### config.mk
export PLATFORM = sky130hd
export DESIGN_NAME = priority_spill_triple_fifo_unit
export DESIGN_NICKNAME = d
export VERILOG_FILES = /design/src/rtl/psf_pkg.sv /design/src/rtl/psf_fifo.sv /design/src/rtl/psf_datapath.sv /design/src/rtl/psf_ctrl.sv /design/src/rtl/priority_spill_triple_fifo_unit.sv
export SDC_FILE = /design/constraint.sdc
export NUM_CORES = 1
export LEC_CHECK = 0
export BUFFER_PORTS_ARGS = -buffer_cell sky130_fd_sc_hd__buf_2
export CAP_MARGIN = 20
export CORE_MARGIN = 10
export CORE_UTILIZATION = 67
export DETAILED_ROUTE_END_ITERATION = 7
export PLACE_DENSITY = 0.84
export SYNTH_ARGS = -nofsm -noshare
export SYNTH_HDL_FRONTEND = slang
export SYNTH_SLANG_ARGS = --single-unit
### constraint.sdc
create_clock -name i_clk -period 5.9 [get_ports i_clk]
set_clock_uncertainty 0.1 [all_clocks]
set_input_delay 0.295 -clock i_clk [delete_from_list [all_inputs] [get_ports i_clk]]
set_output_delay 0.295 -clock i_clk [all_outputs]
set_load 0.05 [all_outputs]
### src/rtl/psf_pkg.sv
`default_nettype none

package psf_pkg;

    localparam int DATA_W = 10;

    typedef enum logic [1:0] {
        OP_WRITE       = 2'd0,
        OP_READ_FIRST  = 2'd1,
        OP_READ_SECOND = 2'd2,
        OP_READ_THIRD  = 2'd3
    } t_opcode;

    localparam logic [1:0] ST_DONE  = 2'd0;
    localparam logic [1:0] ST_FULL  = 2'd1;
    localparam logic [1:0] ST_EMPTY = 2'd2;

    localparam logic [1:0] Q_FIRST  = 2'd0;
    localparam logic [1:0] Q_SECOND = 2'd1;
    localparam logic [1:0] Q_THIRD  = 2'd2;

    typedef enum logic {
        S_IDLE,
        S_RESP
    } t_state;

    typedef struct packed {
        t_opcode             opcode;
        logic [DATA_W-1:0]   write_value;
    } t_req;

    typedef struct packed {
        logic [DATA_W-1:0]   read_value;
        logic [1:0]          chosen_queue;
        logic [1:0]          status;
    } t_res;

    typedef struct packed {
        logic go;     // launch the request on the input ports
        logic resp;   // result registers hold a finished request
    } t_cmd;

endpackage

`default_nettype wire

### src/rtl/psf_fifo.sv
`default_nettype none

module psf_fifo #(
    parameter int DEPTH = 8,
    parameter int W     = 10
) (
    input  wire logic         i_clk,
    input  wire logic         i_rst_n,
    input  wire logic         i_push,
    input  wire logic         i_pop,
    input  wire logic [W-1:0] i_wdata,
    output logic              o_full,
    output logic              o_empty,
    output logic [W-1:0]      o_rdata
);

    localparam int PW = (DEPTH > 1) ? $clog2(DEPTH) : 1;
    localparam int CW = $clog2(DEPTH + 1);

    logic [W-1:0]  r_mem [DEPTH];
    logic [W-1:0]  r_rdata;
    logic [PW-1:0] r_head, r_tail, n_head, n_tail;
    logic [CW-1:0] r_count, n_count;

    assign o_full  = (r_count == CW'(DEPTH));
    assign o_empty = (r_count == '0);
    assign o_rdata = r_rdata;

    always_comb begin
        n_head  = r_head;
        n_tail  = r_tail;
        n_count = r_count;
        if (i_push) begin
            n_tail  = (r_tail == PW'(DEPTH - 1)) ? '0 : r_tail + 1'b1;
            n_count = r_count + 1'b1;
        end else if (i_pop) begin
            n_head  = (r_head == PW'(DEPTH - 1)) ? '0 : r_head + 1'b1;
            n_count = r_count - 1'b1;
        end
    end

    always_ff @(posedge i_clk) begin
        if (!i_rst_n) begin
            r_head  <= '0;
            r_tail  <= '0;
            r_count <= '0;
        end else begin
            r_head  <= n_head;
            r_tail  <= n_tail;
            r_count <= n_count;
        end
    end

    always_ff @(posedge i_clk) begin
        if (i_push) begin
            r_mem[r_tail] <= i_wdata;
        end
    end

    always_ff @(posedge i_clk) begin
        if (i_pop) begin
            r_rdata <= r_mem[r_head];
        end
    end

endmodule

`default_nettype wire

### src/rtl/psf_datapath.sv
`default_nettype none

module psf_datapath
    import psf_pkg::*;
#(
    parameter int FIRST_DEPTH  = 32,
    parameter int SECOND_DEPTH = 16,
    parameter int THIRD_DEPTH  = 8,
    parameter int VALUE_WIDTH  = 10
) (
    input  wire logic i_clk,
    input  wire logic i_rst_n,
    input  wire t_cmd i_cmd,
    input  wire t_req i_req,
    output t_res      o_res
);

    // stored width: the request field carries at most DATA_W bits
    localparam int SW = (VALUE_WIDTH < DATA_W) ? VALUE_WIDTH : DATA_W;

    logic [2:0]    full, empty, push, pop;
    logic [SW-1:0] wdata;
    logic [SW-1:0] rdata [3];

    logic [1:0]    r_chosen, n_chosen;
    logic [1:0]    r_status, n_status;
    logic [1:0]    r_rsel, n_rsel;
    logic          r_rd_ok, n_rd_ok;
    logic [SW-1:0] sel_data;

    assign wdata = i_req.write_value[SW-1:0];

    psf_fifo #(.DEPTH(FIRST_DEPTH), .W(SW)) u_first (
        .i_clk(i_clk), .i_rst_n(i_rst_n), .i_push(push[0]), .i_pop(pop[0]),
        .i_wdata(wdata), .o_full(full[0]), .o_empty(empty[0]), .o_rdata(rdata[0])
    );

    psf_fifo #(.DEPTH(SECOND_DEPTH), .W(SW)) u_second (
        .i_clk(i_clk), .i_rst_n(i_rst_n), .i_push(push[1]), .i_pop(pop[1]),
        .i_wdata(wdata), .o_full(full[1]), .o_empty(empty[1]), .o_rdata(rdata[1])
    );

    psf_fifo #(.DEPTH(THIRD_DEPTH), .W(SW)) u_third (
        .i_clk(i_clk), .i_rst_n(i_rst_n), .i_push(push[2]), .i_pop(pop[2]),
        .i_wdata(wdata), .o_full(full[2]), .o_empty(empty[2]), .o_rdata(rdata[2])
    );

    always_comb begin
        push     = '0;
        pop      = '0;
        n_chosen = r_chosen;
        n_status = r_status;
        n_rsel   = r_rsel;
        n_rd_ok  = r_rd_ok;
        if (i_cmd.go) begin
            n_chosen = Q_FIRST;
            n_status = ST_DONE;
            n_rd_ok  = 1'b0;
            n_rsel   = Q_FIRST;
            unique case (i_req.opcode)
                OP_WRITE: begin
                    // spill in priority order
                    if (!full[0]) begin
                        push[0] = 1'b1;
                    end else if (!full[1]) begin
                        push[1]  = 1'b1;
                        n_chosen = Q_SECOND;
                    end else if (!full[2]) begin
                        push[2]  = 1'b1;
                        n_chosen = Q_THIRD;
                    end else begin
                        n_status = ST_FULL;
                    end
                end
                OP_READ_FIRST: begin
                    n_rsel = Q_FIRST;
                end
                OP_READ_SECOND: begin
                    n_rsel = Q_SECOND;
                end
                OP_READ_THIRD: begin
                    n_rsel = Q_THIRD;
                end
                default: begin
                    n_rsel = Q_FIRST;
                end
            endcase
            if (i_req.opcode != OP_WRITE) begin
                if (empty[n_rsel]) begin
                    n_status = ST_EMPTY;
                end else begin
                    pop[n_rsel] = 1'b1;
                    n_rd_ok     = 1'b1;
                end
            end
        end
    end

    always_ff @(posedge i_clk) begin
        r_chosen <= n_chosen;
        r_status <= n_status;
        r_rsel   <= n_rsel;
        r_rd_ok  <= n_rd_ok;
    end

    always_comb begin
        case (r_rsel)
            Q_SECOND: sel_data = rdata[1];
            Q_THIRD:  sel_data = rdata[2];
            default:  sel_data = rdata[0];
        endcase
    end

    assign o_res.read_value   = r_rd_ok ? DATA_W'(sel_data) : '0;
    assign o_res.chosen_queue = r_chosen;
    assign o_res.status       = r_status;

endmodule

`default_nettype wire

### src/rtl/psf_ctrl.sv
`default_nettype none

module psf_ctrl
    import psf_pkg::*;
(
    input  wire logic i_clk,
    input  wire logic i_rst_n,
    input  wire logic i_start,
    output t_cmd      o_cmd,
    output logic      o_busy
);

    t_state r_state, n_state;

    always_ff @(posedge i_clk) begin
        if (!i_rst_n) begin
            r_state <= S_IDLE;
        end else begin
            r_state <= n_state;
        end
    end

    always_comb begin
        n_state    = r_state;
        o_cmd.go   = 1'b0;
        o_cmd.resp = 1'b0;
        o_busy     = 1'b0;
        unique case (r_state)
            S_IDLE: begin
                if (i_start) begin
                    o_cmd.go = 1'b1;
                    n_state  = S_RESP;
                end
            end
            S_RESP: begin
                o_cmd.resp = 1'b1;
                o_busy     = 1'b1;
                n_state    = S_IDLE;
            end
            default: begin
                n_state = S_IDLE;
            end
        endcase
    end

endmodule

`default_nettype wire

### src/rtl/priority_spill_triple_fifo_unit.sv
// channel   | ports                  | handshake
// ----------+------------------------+------------------------------------------
// request   | start, busy, i_req     | taken on the edge with start=1, busy=0
// result    | o_valid, o_res         | o_valid high for one cycle per request
//
// The issue cycle performs the push or pop, and the result follows in the
// next cycle, set by the registered FIFO memory read. busy is high during
// that result cycle, so no new request is taken while a result is shown.
// Reset (synchronous, active low) clears the FIFO pointers and counts; the
// stores are not cleared. The receiver cannot stall the result.
`default_nettype none

module priority_spill_triple_fifo_unit
    import psf_pkg::*;
#(
    parameter int FIRST_DEPTH  = 32,
    parameter int SECOND_DEPTH = 16,
    parameter int THIRD_DEPTH  = 8,
    parameter int VALUE_WIDTH  = 10
) (
    input  wire logic i_clk,
    input  wire logic i_rst_n,
    input  wire logic start,
    output logic      busy,
    input  wire t_req i_req,
    output logic      o_valid,
    output t_res      o_res
);

    t_cmd cmd;

    psf_ctrl u_ctrl (
        .i_clk   (i_clk),
        .i_rst_n (i_rst_n),
        .i_start (start),
        .o_cmd   (cmd),
        .o_busy  (busy)
    );

    psf_datapath #(
        .FIRST_DEPTH  (FIRST_DEPTH),
        .SECOND_DEPTH (SECOND_DEPTH),
        .THIRD_DEPTH  (THIRD_DEPTH),
        .VALUE_WIDTH  (VALUE_WIDTH)
    ) u_dp (
        .i_clk   (i_clk),
        .i_rst_n (i_rst_n),
        .i_cmd   (cmd),
        .i_req   (i_req),
        .o_res   (o_res)
    );

    assign o_valid = cmd.resp;

`ifndef SYNTHESIS
    a_one_result: assert property (@(posedge i_clk) disable iff (!i_rst_n)
        (start && !busy) |=> o_valid)
        else $error("accepted request produced no result");

    a_single_busy: assert property (@(posedge i_clk) disable iff (!i_rst_n)
        busy |=> !busy)
        else $error("busy held beyond the result cycle");

    a_full_fields: assert property (@(posedge i_clk) disable iff (!i_rst_n)
        (o_valid && o_res.status == ST_FULL) |->
            (o_res.chosen_queue == Q_FIRST && o_res.read_value == '0))
        else $error("rejected write carries nonzero fields");

    a_full_only_write: assert property (@(posedge i_clk) disable iff (!i_rst_n)
        (start && !busy && i_req.opcode != OP_WRITE) |=>
            (o_res.status != ST_FULL && o_res.chosen_queue == Q_FIRST))
        else $error("read request reported a write outcome");
`endif

endmodule

`default_nettype wire
==> flow_metrics.env, run 1 <==
export IMPL_synth_async_sr_flop_share=0
export IMPL_initial_core_util=0.6784
export IMPL_totalWireLength_um=56010
export IMPL_worstSetupPathType="flop to flop"
export IMPL_violations="negative hold slack"
export IMPL_routedWlPerCell_um=27.62
export IMPL_seqCellArea_sq_um=18730
export IMPL_cts_buffers=60
export IMPL_row_count=71
export IMPL_grt_max_degree=79
export IMPL_synth_edff_count=597
export IMPL_grt_overflow_total=0
export IMPL_fin_nets=1511
export IMPL_die_height_um=215.1
export IMPL_ir_drop_mv=0.2950
export IMPL_p_int_mw=7.374
export IMPL_hold_violations=1
export IMPL_gp_congestion=0.8914
export IMPL_yosys_warnings=0
export IMPL_ys_seq_area_frac=0.7346
export IMPL_p_comb_frac=0.037
export IMPL_cp_start_kind="flop"
export IMPL_min_path_type="input port to flop"
export IMPL_synth_ff_latch_count=637
export IMPL_core_area_sq_um=37580
export IMPL_synth_distinct_cells=63
export IMPL_antenna_found_initial=0
export IMPL_layout_drive_gt1_share=0.1997
export IMPL_slew_violations=0
export IMPL_num_fill_cells=1994
export IMPL_cts_root_buf="clkbuf_16"
export IMPL_die_w_um=215.1
export IMPL_fmax_mhz=316.8
export IMPL_dp_hpwl_um=31460
export IMPL_cts_num_sinks=637
export IMPL_crit_arrival_ps=3430
export IMPL_p_leak_nw=8.956
export IMPL_drt_iter0_drc=1773
export IMPL_status="finished, violations left"
export IMPL_synthCells=1411
export IMPL_post_route_period_util=0.5350
export IMPL_worst_slew_pin_slew_ps=1159
export IMPL_switching_share=0.2070
export IMPL_place_area_sq_um=26110
export IMPL_insertion_delay_ps=640
export IMPL_ioPinCount=31
export IMPL_total_power_mw=9.299
export IMPL_io_buffers=30
export IMPL_period_needed_ps=3157
export IMPL_area_growth_pct=11.69
export IMPL_avgSynthCellArea_sq_um=18.07
export IMPL_ant_nets=0
export IMPL_final_setup_tns_ps=0
export IMPL_dieArea_sq_um=46250
export IMPL_crit_required_ps=6170
export IMPL_cts_tree="done"
export IMPL_vias=13577
export IMPL_final_cell_area_sq_um=28470
export IMPL_maxSlewHeadroom=0.2245
export IMPL_grt_pass1_wl_um=83480
export IMPL_p_sw_mw=1.925
export IMPL_crit_path_end_kind="flop"
export IMPL_cts_setup_buffers=0
export IMPL_first_pass_iters=5
export IMPL_drv_cap=0
export IMPL_synth_main_ff_cell="edfxtp_1"
export IMPL_cp_max_fo=49
export IMPL_holdWs_ps=-0.7021
export IMPL_p_seq_frac=0.535
export IMPL_final_setup_viol_count=0
export IMPL_cts_buffer_depth=3
export IMPL_h_tree_depth=2
export IMPL_rsz0062_at_grt="no"
export IMPL_via_per_inst=6.695
export IMPL_clk_pin_slew_ps=70
export IMPL_track_usage=0.2390
export IMPL_diodes=0
export IMPL_syn_nets=1457
export IMPL_powerDensity_nw_per_um2=326.6
export IMPL_multi_input_area_sq_um=6381
export IMPL_drc=0
export IMPL_netlist_area_sq_um=25490
export IMPL_grt_pass1_vias=13417
export IMPL_power_frac_clock=0.428
critical path, cell delays in order (launching register included):
cell and delay, ps:
dfxtp_2 320, buf_4 660, nand2b_1 730, a211oi_1 450, a211oi_1 110, a31oi_1 390, nand3_1 120
timing repair:
| action | CTS | global route |
|---|---|---|
| gates resized for setup | 0 | 0 |
| endpoints found under the hold margin | 5 | 34 |
| endpoints found under the setup margin | 0 | 0 |
| hold buffers | 3 | 4 |
layer usage:
layer  vias to the layer above  global-route usage  wire length (um)  share of wire
li1                       5740                   -                 -              -
met1                      6891              0.3239             20880           0.37
met2                       826              0.3863             28350           0.51
met3                       120             0.03806              5034          0.090
met4                         0             0.09552              1742          0.031
met5                         -                   0                 0              0
cells in the mapped netlist, types with 3 or more instances:
library cell | number | area, sq um
buf_1 | 9 | 33.78
nand2_1 | 52 | 195.2
nor2_1 | 77 | 289.0
or4_1 | 4 | 30.03
nor3b_1 | 5 | 37.54
nor3_1 | 21 | 105.1
xor2_1 | 5 | 43.79
a21oi_1 | 28 | 140.1
dfxtp_1 | 40 | 800.8
inv_1 | 14 | 52.55
mux4_2 | 100 | 2252
a211oi_1 | 43 | 322.8
clkbuf_1 | 41 | 153.9
fa_1 | 3 | 60.06
mux2_2 | 30 | 337.8
and3_1 | 3 | 18.77
nand3b_1 | 5 | 37.54
ha_1 | 28 | 350.3
nand3_1 | 22 | 110.1
a22o_1 | 10 | 87.58
edfxtp_1 | 597 | 17930
o22ai_1 | 10 | 62.56
nor2b_1 | 38 | 237.7
a21o_1 | 6 | 45.04
nand2b_1 | 7 | 43.79
and2_1 | 16 | 100.1
o21ai_0 | 19 | 95.09
a22oi_1 | 30 | 225.2
mux2i_1 | 66 | 660.6
xnor2_1 | 7 | 61.31
buf_2 | 22 | 110.1
a31oi_1 | 15 | 93.84
final timing paths:
check                                  startpoint                                    to  slack [ps]  cells past startpoint
max           u_dp.u_first.r_head[0]$_SDFFE_PN0P_     u_dp.u_first.o_rdata[0]$_DFFE_PP_        2740                      6
min reg2reg  u_dp.u_third.r_count[3]$_SDFFE_PN0P_  u_dp.u_third.r_count[3]$_SDFFE_PN0P_         410                      2
max reg2reg   u_dp.u_first.r_head[0]$_SDFFE_PN0P_     u_dp.u_first.o_rdata[0]$_DFFE_PP_        2740                      6
min                                      i_req[9]   u_dp.u_first.r_mem[16][9]$_DFFE_PP_        -0.7                      1
power groups by stage:
stage,clock network (mW),registers (mW),logic [mW]
final,3.98,4.97,0.347
after global routing,4.17,4.97,0.372
after CTS,4.00,4.98,0.325
after detailed placement,0,5.07,0.320
after floorplan,0,5.07,0.190
after global placement,0,5.07,0.308
cells by family (layout without fill, tap and decap cells):
kind of cell | Yosys count | in the layout | synth area share
buffers and inverters | 91 | 197 | 0.01517
AOI/OAI and AO/OA | 174 | 174 | 0.04712
adders and majority gates | 31 | 31 | 0.01610
DFF | 637 | 637 | 0.7346
muxes | 196 | 196 | 0.1275
and+or+nand+nor | 270 | 270 | 0.05536
xor gates and xnor gates | 12 | 12 | 0.004123
layout make-up:
| cell class | count | area share |
|---|---|---|
| Tap cell | 511 | 0.02246 |
| Clock buffer | 70 | 0.05511 |
| Sequential cell | 637 | 0.6580 |
| Inverter | 16 | 0.002197 |
| Timing Repair Buffer | 67 | 0.02144 |
| Clock inverter | 44 | 0.01670 |
| Multi-Input combinational cell | 683 | 0.2241 |
cell usage in the layout (no fill, tap or decap), drive strengths merged, types with 4 or more instances in the layout:
master,instances
a31oi,15
dlygate4sd3,7
clkinv,32
clkbuf,70
edfxtp,597
nand2,52
bufinv,9
inv,18
o22ai,10
and3,4
nor2b,38
nor3,22
ha,28
a211oi,43
a21o,7
o21ai,19
and2,16
mux2i,66
xnor2,7
dfxtp,40
nand3b,5
mux2,30
a21oi,28
xor2,5
or4,4
nand2b,7
buf,60
mux4,100
nor2,78
a22o,10
nand3,22
nor3b,6
a22oi,30
through the flow:
step                  util  worst slack [ps]  cells
floorplan                -              3106   1411
global placement    0.6946              2802   1893
detailed placement  0.6948              2811   1894
CTS                 0.7500              2771   2011
global route        0.7577              2469   2028
finish              0.7577              2743   2028
state kept, by name (all words and copies together) (netlist names):
signal	flops
u_dp.u_first.o_rdata	10
u_dp.u_second.r_count	5
u_dp.u_second.r_tail	4
u_dp.r_rsel	2
u_dp.r_status	2
u_dp.u_third.r_head	3
u_ctrl.r_state	1
u_dp.u_first.r_mem	320
u_dp.u_first.r_tail	5
u_dp.u_first.r_count	6
u_dp.u_third.r_mem	80
u_dp.u_first.r_head	5
u_dp.u_third.r_count	4
u_dp.u_second.r_head	4
u_dp.r_chosen	2
u_dp.u_second.r_mem	160
u_dp.r_rd_ok	1
u_dp.u_third.r_tail	3
u_dp.u_third.o_rdata	10
u_dp.u_second.o_rdata	10
Power figures use the tool's default switching activity.
==> inputs of run 2 (changes only) <==
--- a/config.mk
+++ b/config.mk
@@ -8,9 +8,9 @@
 export BUFFER_PORTS_ARGS = -buffer_cell sky130_fd_sc_hd__buf_2
 export CAP_MARGIN = 20
 export CORE_MARGIN = 10
-export CORE_UTILIZATION = 67
+export CORE_UTILIZATION = 57
 export DETAILED_ROUTE_END_ITERATION = 7
-export PLACE_DENSITY = 0.84
+export PLACE_DENSITY = 0.76
 export SYNTH_ARGS = -nofsm -noshare
 export SYNTH_HDL_FRONTEND = slang
 export SYNTH_SLANG_ARGS = --single-unit
==> constraint.sdc (replaced) <==
create_clock -name i_clk -period 2.68 [get_ports i_clk]
set_clock_uncertainty 0.1 [all_clocks]
set_input_delay 0.134 -clock i_clk [delete_from_list [all_inputs] [get_ports i_clk]]
set_output_delay 0.134 -clock i_clk [all_outputs]
set_load 0.05 [all_outputs]
==> run 2 against run 1 <==
  * The run now ends clean
  * Core utilization is 9.5 points lower
  * Worst setup slack worse by 2700 ps
  * Flip-flop and latch count stayed put
  * First-iteration DRC count is 18% lower
  * Final cell count is 8.3% higher
  * Non-clock buffer count is 84 higher
  * Count of clock-buffer cells in the layout is 18 higher
  * Final area is 2.9% higher
  * Power is 120% higher
  * Critical path depth is 1 lower
  * Global-route usage is 3.1 points lower
  * Register-to-register slack worse by 2600 ps
  * Critical endpoint is now o_res[11]
==> flow_metrics.env, run 2 (synthesis results as in run 1) <==
export IMPL_drc=0
export IMPL_die_height_um=231.5
export IMPL_maxSlewHeadroom=0.3124
export IMPL_core_area_sq_um=44220
export IMPL_crit_path_end_kind="output pin"
export IMPL_rrSetupSlack_ps=140
export IMPL_worstHoldStart="start"
export IMPL_slew_violations=0
export IMPL_drt_iter0_drc=1461
export IMPL_io_buffers=30
export IMPL_fmax_mhz=383.8
export IMPL_grt_pass1_vias=13558
export IMPL_cts_root_buf="clkbuf_16"
export IMPL_worst_slew_pin_slew_ps=1030
export IMPL_p_leak_nw=9.409
export IMPL_h_tree_depth=3
export IMPL_reg_top3="u_dp.u_first.r_mem x320, u_dp.u_second.r_mem x160, u_dp.u_third.r_mem x80"
export IMPL_grt_max_degree=57
export IMPL_layout_drive_gt1_share=0.2425
export IMPL_grt_pass1_wl_um=83830
export IMPL_cts_buffers=66
export IMPL_first_pass_iters=5
export IMPL_whs_endpoint="u_dp.r_rsel[0]$_DFFE_PP_"
export IMPL_die_w_um=231.5
export IMPL_rr_startpoint="u_dp.u_first.r_head[1]$_SDFFE_PN0P_"
export IMPL_holdPathStages=3
export IMPL_insertion_delay_ps=600
export IMPL_diodes=0
export IMPL_worstSetupPathType="flop to output pin"
export IMPL_totalWireLength_um=55080
export IMPL_crit_required_ps=2450
export IMPL_r2r_end="u_dp.u_first.o_rdata[8]$_DFFE_PP_"
export IMPL_cts_buffer_depth=3
export IMPL_crit_arrival_ps=2370
export IMPL_track_usage=0.2082
export IMPL_total_power_mw=20.84
export IMPL_cp_max_fo=20
export IMPL_antenna_found_initial=0
export IMPL_row_count=77
export IMPL_gp_congestion=0.8403
export IMPL_place_ws_ps=137.4
export IMPL_clk_pin_slew_ps=60
export IMPL_dieArea_sq_um=53580
export IMPL_final_setup_viol_count=0
export IMPL_period_needed_ps=2606
export IMPL_fin_ws_ps=74.22
export IMPL_layout_common_cells="edfxtp_1, buf_4, mux4_2"
export IMPL_via_per_inst=6.138
export IMPL_post_route_period_util=0.9723
export IMPL_dp_hpwl_um=33410
export IMPL_final_common_cell="edfxtp_1"
export IMPL_cp_start_kind="flop"
export IMPL_largest_register_ffs=320
export IMPL_ant_nets=0
export IMPL_min_path_type="input port to flop"
export IMPL_regMostFlops="u_dp.u_first.r_mem"
export IMPL_routedWlPerCell_um=25.08
export IMPL_ioPinCount=31
export IMPL_cts_num_sinks=637
export IMPL_status="finished clean"
export IMPL_vias=13480
export IMPL_hold_violations=0
export IMPL_powerDensity_nw_per_um2=711.5
export IMPL_r2r_worst_path_cells=7
export IMPL_cts_tree="done"
export IMPL_area_growth_pct=14.89
export IMPL_grt_overflow_total=0
export IMPL_drv_cap=0
export IMPL_initial_core_util=0.5765
export IMPL_ir_drop_mv=1.128
export IMPL_holdWs_ps=65.45
export IMPL_fin_nets=1601
-- run 2: changes by cell type in the layout (fill, tap and decap cells not counted), sizes merged, moves of 2 or more --
cell,change
bufinv,-2
buf,+79
clkinv,-13
clkbuf,+18
dlygate4sd3,+5
-- run 2: through the flow --
step	area [sq um]	TNS, ps	utilization	instances
2_1_floorplan	25530	-146.2	-	1411
3_3_place_gp	26950	0	0.6093	2062
3_5_place_dp	26950	0	0.6093	2062
4_1_cts	29190	0	0.6602	2189
5_1_grt	29290	-0.6541	0.6623	2196
6_report	29290	0	0.6623	2196
-- run 2: layout make-up --
| cell class | count | area (sq um) |
|---|---|---|
| Sequential cell | 637 | 18740 |
| Fill cell | 2808 | 14930 |
| Multi-Input combinational cell | 683 | 6427 |
| Clock buffer | 88 | 1828 |
| Timing Repair Buffer | 151 | 1176 |
| Tap cell | 592 | 740.7 |
| Clock inverter | 29 | 317.8 |
| Inverter | 16 | 62.56 |
-- run 2: how the worst max path moves through the flow --
stage,startpoint,end,slack [ps]
2_1_floorplan,u_dp.u_first.r_count[0]$_SDFFE_PN0P_,u_dp.u_third.r_mem[0][0]$_DFFE_PP_,-8
5_1_grt,u_dp.u_second.r_count[1]$_SDFFE_PN0P_,u_dp.u_third.r_count[3]$_SDFFE_PN0P_,-0.7
6_report,u_dp.r_rsel[1]$_DFFE_PP_,o_res[11],70
3_3_place_gp,u_dp.u_first.r_count[0]$_SDFFE_PN0P_,u_dp.u_third.r_count[3]$_SDFFE_PN0P_,190
3_5_place_dp,u_dp.u_second.r_count[1]$_SDFFE_PN0P_,u_dp.u_third.r_count[3]$_SDFFE_PN0P_,140
4_1_cts,u_dp.r_rsel[1]$_DFFE_PP_,o_res[4],1
-- run 2: timing repair --
item | in CTS | in global routing
buffers inserted | 0 | 3
endpoints found under the setup margin | 10 | 9
hold buffers | 10 | 2
hold endpoints to repair | 111 | 20
gates resized for setup | 6 | 4
pin swaps | 0 | 2
-- run 2: where the power goes --
group,leakage [nW],internal (mW),total [mW],switching [mW]
registers,5.70,10.9,10.9,0.0375
clock network,1.04,5.46,9.08,3.62
logic,2.67,0.279,0.816,0.537
-- run 2: worst max-delay path, stage by stage (launching register included) --
cell and delay, ps:
edfxtp_1 420, ha_2 560, nand2_1 160, o21ai_1 220, and2_1 170, buf_2 250
-- run 2: layer usage --
| metal | share of wire | wire length [um] | up-vias | global-route usage |
|---|---|---|---|---|
| met5 | 0 | 0 | - | 0 |
| met4 | 0.032 | 1754 | 0 | 0.07873 |
| met3 | 0.067 | 3700 | 109 | 0.03836 |
| met2 | 0.50 | 27710 | 551 | 0.3439 |
| met1 | 0.40 | 21910 | 6892 | 0.2723 |
| li1 | - | - | 5928 | - |
==> inputs of run 3 (changes only) <==
==> constraint.sdc (replaced) <==
create_clock -name i_clk -period 2.2 [get_ports i_clk]
set_clock_uncertainty 0.1 [all_clocks]
set_input_delay 0.11 -clock i_clk [delete_from_list [all_inputs] [get_ports i_clk]]
set_output_delay 0.11 -clock i_clk [all_outputs]
set_load 0.05 [all_outputs]
==> run 3 against run 2 <==
  * The flow now finishes with violations (negative setup slack)
  * Clock power up 13%
  * Routed wire length up 6.8%
  * Critical path depth up 1
  * Critical path type unchanged
  * Power up 20%
  * Core utilization up 3.9 points
  * Final area up 5.9%
  * Critical endpoint is now o_res[6]
  * Sequential power up 22%
  * Register-to-register slack worse by 240 ps
  * Combinational power up 53%
  * Largest cell class unchanged
==> flow_metrics.env, run 3 (synthesis results as in run 1) <==
export IMPL_track_usage=0.2142
export IMPL_rrSetupSlack_ps=-100
export IMPL_area_growth_pct=21.65
export IMPL_cp_max_fo=10
export IMPL_via_per_inst=6.170
export IMPL_cts_num_sinks=637
export IMPL_hold_violations=0
export IMPL_crit_family="flip-flops"
export IMPL_powerDensity_nw_per_um2=803.3
export IMPL_dieArea_sq_um=53580
export IMPL_layout_drive_gt1_share=0.3423
export IMPL_fin_nets=1676
export IMPL_grt_pass1_wl_um=86580
export IMPL_slew_violations=0
export IMPL_cts_root_buf="clkbuf_16"
export IMPL_vias=14018
export IMPL_cts_tree="done"
export IMPL_cp_depth=6
export IMPL_drc=0
export IMPL_insertion_delay_ps=630
export IMPL_slowest_stage="edfxtp_1"
export IMPL_post_route_period_util=1.101
export IMPL_gp_congestion=0.8192
export IMPL_layout_common_cells="edfxtp_1, buf_4, mux4_2"
export IMPL_total_power_mw=24.91
export IMPL_ioPinCount=31
export IMPL_setup_worst_path_start="u_dp.r_rsel[0]$_DFFE_PP_"
export IMPL_diodes=0
export IMPL_drv_cap=0
export IMPL_violations="negative setup slack"
export IMPL_worstSetupPathType="flop to output pin"
export IMPL_first_pass_iters=5
export IMPL_min_path_type="input port to flop"
export IMPL_core_area_sq_um=44220
export IMPL_dr_wl_met2_um=28680
export IMPL_crit_path_cell_trace="buf_6 > ha_4 > a22oi_1 > o21ai_2 > and2_4 > buf_8"
export IMPL_clk_pin_slew_ps=60
export IMPL_cts_buffer_depth=3
export IMPL_row_count=77
export IMPL_routedWlPerCell_um=25.90
export IMPL_rsz0062_at_grt="yes"
export IMPL_period_needed_ps=2421
export IMPL_crit_path_end_kind="output pin"
export IMPL_cp_start_kind="flop"
export IMPL_r2r_worst_path_cells=8
export IMPL_critPathMaxStageDelay_ps=500
export IMPL_crit_required_ps=1990
export IMPL_ir_drop_mv=0.6303
export IMPL_r2r_end="u_dp.u_third.r_count[3]$_SDFFE_PN0P_"
export IMPL_fmax_mhz=413.0
export IMPL_status="finished, violations left"
export IMPL_final_setup_viol_count=20
export IMPL_initial_core_util=0.5765
export IMPL_antenna_found_initial=0
export IMPL_h_tree_depth=2
export IMPL_ant_nets=0
export IMPL_dp_hpwl_um=35310
export IMPL_grt_pass1_vias=13985
export IMPL_largest_register_ffs=320
export IMPL_holdWs_ps=44.60
export IMPL_maxUsedRoutingLayer="met4"
export IMPL_fin_ws_ps=-221.3
export IMPL_p_leak_nw=9.964
export IMPL_crit_arrival_ps=2210
export IMPL_fin_util=0.7013
export IMPL_regMostFlops="u_dp.u_first.r_mem"
export IMPL_grt_overflow_total=0
export IMPL_die_w_um=231.5
export IMPL_wl_met3_um=5173
export IMPL_grt_max_degree=57
export IMPL_drt_iter0_drc=1647
export IMPL_rr_startpoint="u_dp.u_first.r_count[0]$_SDFFE_PN0P_"
export IMPL_wl_met1_um=23350
export IMPL_worst_slew_pin_slew_ps=810.0
export IMPL_crit_end="o_res[6]"
export IMPL_cts_buffers=60
export IMPL_path_buf_inv=2
export IMPL_final_common_cell="edfxtp_1"
export IMPL_die_height_um=231.5
export IMPL_io_buffers=30
export IMPL_final_setup_tns_ps=-1588
export IMPL_reg_top3="u_dp.u_first.r_mem x320, u_dp.u_second.r_mem x160, u_dp.u_third.r_mem x80"
export IMPL_totalWireLength_um=58840
export IMPL_maxSlewHeadroom=0.4593
==> run 3: changes by cell type in the layout (fill, tap and decap cells not counted), moves of 12 or more <==
| cell | delta |
|---|---|
| buf_12 | +35 |
| buf_6 | +32 |
| nor2_1 | -22 |
| nand2_1 | -14 |
| nor2_4 | +12 |
==> run 3: per-stage QoR <==
stage          std cells  setup WS (ps)  area, sq um
3_5_place_dp        2115         -128.9        27950
6_report            2272         -221.3        31010
5_1_grt             2272         -248.8        31010
2_1_floorplan       1411         -149.4        25700
3_3_place_gp        2115         -65.25        27950
4_1_cts             2245         -117.2        30390
==> run 3: worst min path at each step <==
stage,depth (start not counted),to,startpoint,slack [ps]
floorplan,0,u_dp.u_first.r_mem[0][0]$_DFFE_PP_,i_req[0],110
global placement,2,u_dp.u_first.r_head[4]$_SDFFE_PN0P_,i_rst_n,350
detailed placement,2,u_dp.u_first.r_tail[4]$_SDFFE_PN0P_,i_rst_n,360
CTS,2,u_dp.u_first.r_mem[9][5]$_DFFE_PP_,i_req[5],30
global route,2,u_dp.u_first.r_mem[1][5]$_DFFE_PP_,i_req[5],70
finish,2,u_dp.u_first.r_mem[12][5]$_DFFE_PP_,i_req[5],40
==> run 3: report_power, final <==
part,switching (mW),leakage (nW),internal (mW),total [mW]
Combinational,0.739,3.32,0.515,1.25
Sequential,0.0585,5.70,13.3,13.3
Clock,4.44,0.945,5.88,10.3
Total,5.23,9.96,19.7,24.9
==> run 3: layout make-up <==
class / count / area, sq um
Clock inverter: 34 / 326.6
Multi-Input combinational cell: 683 / 7023
Timing Repair Buffer: 232 / 2452
Tap cell: 592 / 740.7
Fill cell: 2543 / 13210
Inverter: 16 / 73.82
Sequential cell: 637 / 18750
Clock buffer: 78 / 1650
==> run 3: routing by layer <==
metal / vias up / track usage
met5: - / 0
met4: 0 / 0.06310
met3: 102 / 0.04312
met2: 677 / 0.3417
met1: 7143 / 0.2962
li1: 6096 / -
==> run 3: timing repair <==
action                                  4_1_cts  5_1_grt
gates resized for setup                      87      111
gates cloned                                  0       10
hold buffers                                 12        0
hold endpoints to repair                    246        0
pin swaps                                     7       29
endpoints found under the setup margin      136      393
setup buffers                                 6       18
